**config.mk**
```make
export PLATFORM = sky130hd
export DESIGN_NAME = mqtt_inbound_header_parser_core_flat
export DESIGN_NICKNAME = d
export VERILOG_FILES = /design/src/hw/rtl/mqtt_hdr_pkg.sv /design/src/hw/rtl/mqtt_hdr_rx_if.sv /design/src/hw/rtl/mqtt_hdr_pkt_if.sv /design/src/hw/rtl/mqtt_inbound_header_parser_core.sv /design/src/flat_wrapper.sv
export SDC_FILE = /design/constraint.sdc
export NUM_CORES = 1
export LEC_CHECK = 0
export ABC_AREA = 1
export BUFFER_PORTS_ARGS = -buffer_cell sky130_fd_sc_hd__buf_2
export CORE_MARGIN = 1.5
export CORE_UTILIZATION = 35
export DETAILED_ROUTE_END_ITERATION = 6
export SLEW_MARGIN = 20
export SYNTH_ARGS = -nofsm -noshare
export SYNTH_HDL_FRONTEND = slang
export SYNTH_SLANG_ARGS = --single-unit
```
**constraint.sdc**
```tcl
create_clock -name clk -period 7.2 [get_ports clk]
set_input_delay 1.44 -clock clk [delete_from_list [all_inputs] [get_ports clk]]
set_output_delay 1.44 -clock clk [all_outputs]
set_load 0.02 [all_outputs]
```
**src/hw/rtl/mqtt_hdr_pkg.sv**
```systemverilog
// Shared constants and payload types for the MQTT inbound fixed-header parser.
// No dependencies; compiled first.
`default_nettype none

package mqtt_hdr_pkg;

  localparam int unsigned LEN_W            = 28;   // remaining length width
  localparam int unsigned MAX_LENGTH_BYTES = 4;    // length bytes before forced completion
  localparam logic [3:0]  CONNACK_TYPE     = 4'd2;
  localparam logic [7:0]  NO_CODE          = 8'hFF;

  typedef struct packed {
    logic [7:0] data_byte;
    logic       chunk_start;
  } rx_item_t;

  typedef struct packed {
    logic [3:0]       packet_type;
    logic [LEN_W-1:0] remaining_length;
    logic             is_connack;
    logic [7:0]       connack_code;
  } pkt_item_t;

endpackage

`default_nettype wire

```
**src/hw/rtl/mqtt_hdr_rx_if.sv**
```systemverilog
// Input channel: one received byte per transaction, valid/ready handshake.
// No dependencies.
`default_nettype none

interface mqtt_hdr_rx_if;
  logic       valid;
  logic       ready;
  logic [7:0] data_byte;
  logic       chunk_start;

  modport source (output valid, output data_byte, output chunk_start, input ready);
  modport sink   (input valid, input data_byte, input chunk_start, output ready);
endinterface

`default_nettype wire

```
**src/hw/rtl/mqtt_hdr_pkt_if.sv**
```systemverilog
// Output channel: one completed packet header per transaction, valid/ready.
// Depends on mqtt_hdr_pkg.
`default_nettype none

interface mqtt_hdr_pkt_if;
  logic                          valid;
  logic                          ready;
  logic [3:0]                    packet_type;
  logic [mqtt_hdr_pkg::LEN_W-1:0] remaining_length;
  logic                          is_connack;
  logic [7:0]                    connack_code;

  modport source (output valid, output packet_type, output remaining_length,
                  output is_connack, output connack_code, input ready);
  modport sink   (input valid, input packet_type, input remaining_length,
                  input is_connack, input connack_code, output ready);
endinterface

`default_nettype wire

```
**src/hw/rtl/mqtt_inbound_header_parser_core.sv**
```systemverilog
// MQTT inbound fixed-header parser, top level.
// Depends on mqtt_hdr_pkg, mqtt_hdr_rx_if, mqtt_hdr_pkt_if.
`default_nettype none

// Splits a received byte stream into MQTT packets and reports one header
// transaction per completed packet: type nibble, decoded remaining length
// (7 bits per length byte, LSB group first, at most four length bytes, the
// fourth always ends the field), a CONNACK flag, and for a CONNACK the return
// code (second body byte, 0xFF if the body is shorter; 0 for other types).
// A packet with a zero remaining length completes on its last length byte.
// A byte with chunk_start set drops any partial packet without a result and
// is taken as a new type byte. Throughput is one byte per clock while rx.ready
// is high: each byte updates a handful of small parser registers. A packet's
// result is registered into the output register, or into the skid register
// if that is full. The output side is thus a two-entry buffer, so rx keeps
// accepting while one result waits; rx.ready drops only when both entries
// hold results that pkt has not taken.
module mqtt_inbound_header_parser_core (
  input  wire logic      clk,
  input  wire logic      rst,
  mqtt_hdr_rx_if.sink    rx,
  mqtt_hdr_pkt_if.source pkt
);

  localparam int unsigned LW = mqtt_hdr_pkg::LEN_W;

  typedef enum logic [1:0] {
    PH_TYPE = 2'd0,
    PH_LEN  = 2'd1,
    PH_BODY = 2'd2
  } phase_t;

  // parser state
  phase_t          phase;
  logic [3:0]      type_nibble;
  logic [LW-1:0]   length_accum;
  logic [2:0]      length_byte_count;
  logic [LW-1:0]   body_remaining;
  logic [1:0]      body_index;
  logic [7:0]      captured_code;

  // output buffer
  mqtt_hdr_pkg::pkt_item_t out_data;
  logic                    out_valid;
  mqtt_hdr_pkg::pkt_item_t skid_data;
  logic                    skid_valid;

  mqtt_hdr_pkg::rx_item_t  item;
  mqtt_hdr_pkg::pkt_item_t res;

  phase_t          phase_eff;
  logic            acc;
  logic            take;
  logic            emit;
  logic [LW-1:0]   len_grp;
  logic [LW-1:0]   length_accum_next;
  logic [2:0]      length_byte_count_next;
  logic            len_done;
  logic [LW-1:0]   body_remaining_next;
  logic [7:0]      captured_code_next;
  logic            load_out;

  assign item.data_byte   = rx.data_byte;
  assign item.chunk_start = rx.chunk_start;

  assign rx.ready = !skid_valid;
  assign acc      = rx.valid && rx.ready;
  assign take     = out_valid && pkt.ready;

  // chunk start forces a fresh packet; the unused phase code behaves the same
  always_comb begin
    if (item.chunk_start) begin
      phase_eff = PH_TYPE;
    end else begin
      case (phase)
        PH_LEN:  phase_eff = PH_LEN;
        PH_BODY: phase_eff = PH_BODY;
        default: phase_eff = PH_TYPE;
      endcase
    end
  end

  // place this length byte's 7-bit group by its position
  always_comb begin
    case (length_byte_count[1:0])
      2'd0:    len_grp = {21'd0, item.data_byte[6:0]};
      2'd1:    len_grp = {14'd0, item.data_byte[6:0], 7'd0};
      2'd2:    len_grp = {7'd0, item.data_byte[6:0], 14'd0};
      default: len_grp = {item.data_byte[6:0], 21'd0};
    endcase
  end

  assign length_accum_next      = length_accum | len_grp;
  assign length_byte_count_next = length_byte_count + 3'd1;
  assign len_done = !item.data_byte[7] ||
                    (length_byte_count_next >= 3'(mqtt_hdr_pkg::MAX_LENGTH_BYTES));
  assign body_remaining_next = body_remaining - LW'(1);
  assign captured_code_next  = (body_index == 2'd1) ? item.data_byte : captured_code;

  always_comb begin
    emit = 1'b0;
    res.packet_type      = type_nibble;
    res.remaining_length = length_accum;
    res.is_connack       = (type_nibble == mqtt_hdr_pkg::CONNACK_TYPE);
    res.connack_code     = 8'd0;
    case (phase_eff)
      PH_LEN: begin
        emit = len_done && (length_accum_next == '0);
        res.remaining_length = length_accum_next;
        // empty body: code was never seen
        res.connack_code = res.is_connack ? captured_code : 8'd0;
      end
      PH_BODY: begin
        emit = (body_remaining_next == '0);
        res.connack_code = res.is_connack ? captured_code_next : 8'd0;
      end
      default: begin
        emit = 1'b0;
      end
    endcase
  end

  assign load_out = !out_valid || (take && !skid_valid);

  // parser state
  always_ff @(posedge clk) begin
    if (rst) begin
      phase             <= PH_TYPE;
      type_nibble       <= 4'd0;
      length_accum      <= '0;
      length_byte_count <= 3'd0;
      body_remaining    <= '0;
      body_index        <= 2'd0;
      captured_code     <= mqtt_hdr_pkg::NO_CODE;
    end else if (acc) begin
      case (phase_eff)
        PH_LEN: begin
          length_accum      <= length_accum_next;
          length_byte_count <= length_byte_count_next;
          if (len_done) begin
            if (length_accum_next == '0) begin
              phase <= PH_TYPE;
            end else begin
              body_remaining <= length_accum_next;
              phase          <= PH_BODY;
            end
          end else begin
            phase <= PH_LEN;
          end
        end
        PH_BODY: begin
          captured_code  <= captured_code_next;
          body_remaining <= body_remaining_next;
          if (body_index != 2'd2) begin
            body_index <= body_index + 2'd1;
          end
          phase <= emit ? PH_TYPE : PH_BODY;
        end
        default: begin
          type_nibble       <= item.data_byte[7:4];
          length_accum      <= '0;
          length_byte_count <= 3'd0;
          body_remaining    <= '0;
          body_index        <= 2'd0;
          captured_code     <= mqtt_hdr_pkg::NO_CODE;
          phase             <= PH_LEN;
        end
      endcase
    end
  end

  // two-entry output buffer
  always_ff @(posedge clk) begin
    if (rst) begin
      out_valid  <= 1'b0;
      skid_valid <= 1'b0;
    end else if (take && skid_valid) begin
      // skid refills the output register; rx is held off this cycle
      out_data   <= skid_data;
      skid_valid <= 1'b0;
    end else if (acc && emit) begin
      if (load_out) begin
        out_data  <= res;
        out_valid <= 1'b1;
      end else begin
        skid_data  <= res;
        skid_valid <= 1'b1;
      end
    end else if (take) begin
      out_valid <= 1'b0;
    end
  end

  assign pkt.valid            = out_valid;
  assign pkt.packet_type      = out_data.packet_type;
  assign pkt.remaining_length = out_data.remaining_length;
  assign pkt.is_connack       = out_data.is_connack;
  assign pkt.connack_code     = out_data.connack_code;

  // skid entry only ever backs up a full output register
  a_skid_behind_out: assert property (@(posedge clk) disable iff (rst)
    skid_valid |-> out_valid)
    else $error("skid entry valid while output register empty");

  // a result arriving at a stalled, full output register lands in skid
  a_stall_to_skid: assert property (@(posedge clk) disable iff (rst)
    (acc && emit && out_valid && !pkt.ready) |=> skid_valid)
    else $error("result lost behind stalled output");

  // completing a packet returns the parser to the type byte
  a_emit_resets_phase: assert property (@(posedge clk) disable iff (rst)
    (acc && emit) |=> (phase == PH_TYPE))
    else $error("parser not back at type byte after a result");

  // body phase always has bytes left to count
  a_body_nonzero: assert property (@(posedge clk) disable iff (rst)
    (phase == PH_BODY) |-> (body_remaining != '0))
    else $error("body phase with zero bytes remaining");

endmodule

`default_nettype wire

```
**src/flat_wrapper.sv**
```systemverilog
// flat-port wrapper written by rule: the top's interface ports become plain ports
module mqtt_inbound_header_parser_core_flat 
  (clk, rst, rx_valid, rx_data_byte, rx_chunk_start, rx_ready, pkt_valid, pkt_packet_type, pkt_remaining_length, pkt_is_connack, pkt_connack_code, pkt_ready);
  mqtt_hdr_rx_if rx_i ();
  mqtt_hdr_pkt_if pkt_i ();
  input  wire logic clk;
  input  wire logic rst;
  input wire logic [$bits(rx_i.valid)-1:0] rx_valid;
  input wire logic [$bits(rx_i.data_byte)-1:0] rx_data_byte;
  input wire logic [$bits(rx_i.chunk_start)-1:0] rx_chunk_start;
  output wire logic [$bits(rx_i.ready)-1:0] rx_ready;
  output wire logic [$bits(pkt_i.valid)-1:0] pkt_valid;
  output wire logic [$bits(pkt_i.packet_type)-1:0] pkt_packet_type;
  output wire logic [$bits(pkt_i.remaining_length)-1:0] pkt_remaining_length;
  output wire logic [$bits(pkt_i.is_connack)-1:0] pkt_is_connack;
  output wire logic [$bits(pkt_i.connack_code)-1:0] pkt_connack_code;
  input wire logic [$bits(pkt_i.ready)-1:0] pkt_ready;
  assign rx_i.valid = rx_valid;
  assign rx_i.data_byte = rx_data_byte;
  assign rx_i.chunk_start = rx_chunk_start;
  assign rx_ready = rx_i.ready;
  assign pkt_valid = pkt_i.valid;
  assign pkt_packet_type = pkt_i.packet_type;
  assign pkt_remaining_length = pkt_i.remaining_length;
  assign pkt_is_connack = pkt_i.is_connack;
  assign pkt_connack_code = pkt_i.connack_code;
  assign pkt_i.ready = pkt_ready;
  mqtt_inbound_header_parser_core u_core (.clk(clk), .rst(rst), .rx(rx_i), .pkt(pkt_i));
endmodule
```
==> run_results.csv <==
group,metric,value,unit
outcome,status,"finished with violations",
outcome,violations,"design-rule violations",
route,wl_per_cell,15.6,um
sta,worst_pin_slew,1.09,ns
global_route,antenna_found_initial,0,
synth,synthCells,963,
setup_path,end_kind,"flop",
synth,avgSynthCellArea,8.20,um^2
synth,ys_seq_area_share,50.7,%
power_and_ir_drop,comb_power_share,7.7,%
finish,area.growth.synth_to_final,14.3,%
power_and_ir_drop,p_sw_share,25.6,%
power_and_ir_drop,p_sw,0.521,mW
synth,synth_top_family_by_area,"simple AND/OR/NAND/NOR gates",
die,pin_count,56,
route,drt_iter0_drc,592,
sta,period_needed,4.74,ns
route,ant_nets,0,
clock_network,h-tree-depth,4,
die,start_util,36.0,%
route,route.detailed.drc,1,
route,avgViaCountPerCell,5.05,
synth,synth_top_flop_cell,"edfxtp_1",
setup_path,rrSetupSlack,3.20,ns
global_route,grt_first_pass_wirelength,32600,um
route,wirelength,20300,um
setup_path,critPathMaxFanout,31,
power_and_ir_drop,pwr-share-clk,44.3,%
global_route,overflow,0,
finish,nets,1029,
synth,synthTopCellsByArea,"edfxtp_1, dfxtp_1, nand2_1",
global_route,grt_pass1_vias,6001,
sta,setup_ws,2.46,ns
power_and_ir_drop,irDropWorstVdd,0.132,mV
power_and_ir_drop,p_int,1.52,mW
synth,yosysUniqueCellTypes,41,
place,dp_hpwl,14300,um
clock_network,cts_num_sinks,159,
power_and_ir_drop,seqPwrFrac,48.0,%
clock_network,cts_hold_buffers,0,
setup_path,critPathArrivalTime,4.83,ns
clock_network,cts_setup_buffers,0,
synth,synth_top_cell_area_share,31.2,%
clock_network,clockBufferDepth,2,
clock_network,cts_tree,"built",
setup_path,start_kind,"input port",
synth,ys_async_sr_fraction,0,%
route,dr.pass1.iters,7,
die,die_h,153,um
die,die_area,0.0235,mm^2
min_path,hold_path_class,"reg -> reg",
setup_path,required,7.29,ns
synth,synth_compound_area_share,14.8,%
synth,yosysWarnings,0,
synth,synth_area,0.00790,mm^2
die,die_w,153,um
setup_path,crit_type,"in -> reg",
clock_network,cts.clk_slew.worst_paths,0.07,ns
clock_network,ctsResizeCount,0,
die,fp.coreArea,0.0220,mm^2
place,pre_cts_ws,2.03,ns
clock_network,root_buffer,"clkbuf_16",
global_route,track_usage,17.7,%
synth,synthMuxAreaShare,3.14,%
finish,drive_above_1_share,14.4,%
synth,synth_fa_ha_area_share,1.74,%
route,via_count,6560,
global_route,grt_start_max_net_pins,63,
finish,diodes,0,
synth,synthSimpleGateAreaFrac,22.9,%
sta,maxSlewHeadroom,26.8,%
power_and_ir_drop,p_leak,3.75,nW
sta,timing.setup.tns,0,ns
clock_network,numCtsBuffers,17,
sta,max_clock_freq,0.211,GHz
synth,ys_ff_latch,159,
sta,slew_violations,0,
synth,synth_area_leader_cell,"edfxtp_1",
place,gp_congestion,0.926,
synth,synth_xor_area_share,0.333,%
clock_network,insertion_delay,0.43,ns
place,io_buffer_count,55,
sta,fin_crit_sh,65.8,%
synth,synthTopCellsByCount,"nand2_1, nor2_1, a21oi_1",
synth,synth-edff-count,82,
sta,skew,0.0106,ns
power_and_ir_drop,power_density,226,mW/mm^2
synth,yosysMostFrequentCell,"nand2_1",
die,rows,54,
job,maxCapViolations,0,
sta,rsz0062_at_grt,"false",
sta,setup_viol,0,
sta,hold_violations,0,
power_and_ir_drop,p_total,2.04,mW
synth,syn_nets,987,
[registers in the layout, indices dropped and copies added (netlist names)]
name,flops
u_core.pkt.remaining_length,28
u_core.pkt.connack_code,8
u_core.body_remaining,28
u_core.skid_valid,1
u_core.body_index,2
u_core.pkt.is_connack,1
u_core.pkt.packet_type,4
u_core.captured_code,8
u_core.length_byte_count,3
u_core.skid_data,41
u_core.length_accum,28
u_core.pkt.valid,1
u_core.phase,2
u_core.type_nibble,4
[final timing paths]
path | endpoint | depth (start not counted) | start
worst max-delay path | u_core.pkt.connack_code[2] | 16 | rx_chunk_start
worst min-delay path | u_core.skid_data[38] | 0 | u_core.type_nibble[1]
worst max register to register | u_core.pkt.connack_code[2] | 16 | u_core.phase[1]
worst min register to register | u_core.skid_data[38] | 0 | u_core.type_nibble[1]
[per-layer routing]
layer	vias to the layer above	global-route usage [%]	share of wire, %
li1	3331	-	-
met1	3038	24.9	48
met2	167	27.7	46
met3	24	2.95	4.8
met4	0	5.70	1.5
met5	-	0	0
[cell families (layout without fill, tap and decap cells)]
group                    after synthesis  in the layout
AND/OR/NAND/NOR                      430            430
AO/OA/AOI/OAI                        217            217
buffers and inverters                121            176
adder cells (fa/ha/maj)               11             11
multiplexers                          22             22
flip-flops                           159            159
XOR/XNOR                               3              3
[placed cells by master, fill, tap and decap left out, types with 4 or more instances in the layout]
master     count
nor2_1        90
o21ai_0       88
nor3_1         5
buf_2         55
a31oi_1       17
mux2_2        22
nand4_1       14
a211oi_1       4
buf_4          6
dfxtp_1       77
or2_2         14
nand3_1       31
inv_1         80
inv_6          4
inv_8          4
ha_1          11
a21oi_1       91
nand2_1      255
nor2_4         4
clkbuf_16     17
o211ai_1       8
edfxtp_1      82
nand3b_1       5
[power by group through the flow]
stage	Combinational, mW	Clock (mW)	Sequential, mW
floorplan	0.113	0	0.995
global placement	0.150	0	0.997
detailed placement	0.152	0	0.998
CTS	0.153	0.920	0.977
global route	0.175	0.963	0.979
finish	0.157	0.902	0.978
[critical path: stages]
cell      delay (ns)
buf_2           0.11
nor3_1          0.25
ha_1            0.84
nand2_1         0.13
nor2_1          0.13
nand2_1         0.06
nor2_1          0.13
nand3_1         0.08
nor2_1          0.09
nand3_1         0.08
nor2_1          0.09
nand2_1         0.06
nand2_1         0.08
nand2_1         0.11
a211oi_4        0.61
buf_4           0.49
[per-stage QoR]
stage | hold slack (ns) | utilization [%] | area, um^2 | instances
floorplan | 0.408 | - | 7900 | 963
global placement | 0.411 | 38.3 | 8410 | 1265
detailed placement | 0.414 | 38.3 | 8410 | 1265
CTS | 0.430 | 41.0 | 8990 | 1297
global route | 0.470 | 41.1 | 9030 | 1298
finish | 0.429 | 41.1 | 9030 | 1298
[area by class of cell]
cell class                      instances  area [um^2]
Fill cell                            2208        12900
Sequential cell                       159         4000
Multi-Input combinational cell        683         3430
Clock buffer                           18          439
Tap cell                              280          350
Timing Repair Buffer                   62          348
Inverter                               82          308
Clock inverter                         14          148
Power figures use the tool's default switching activity.
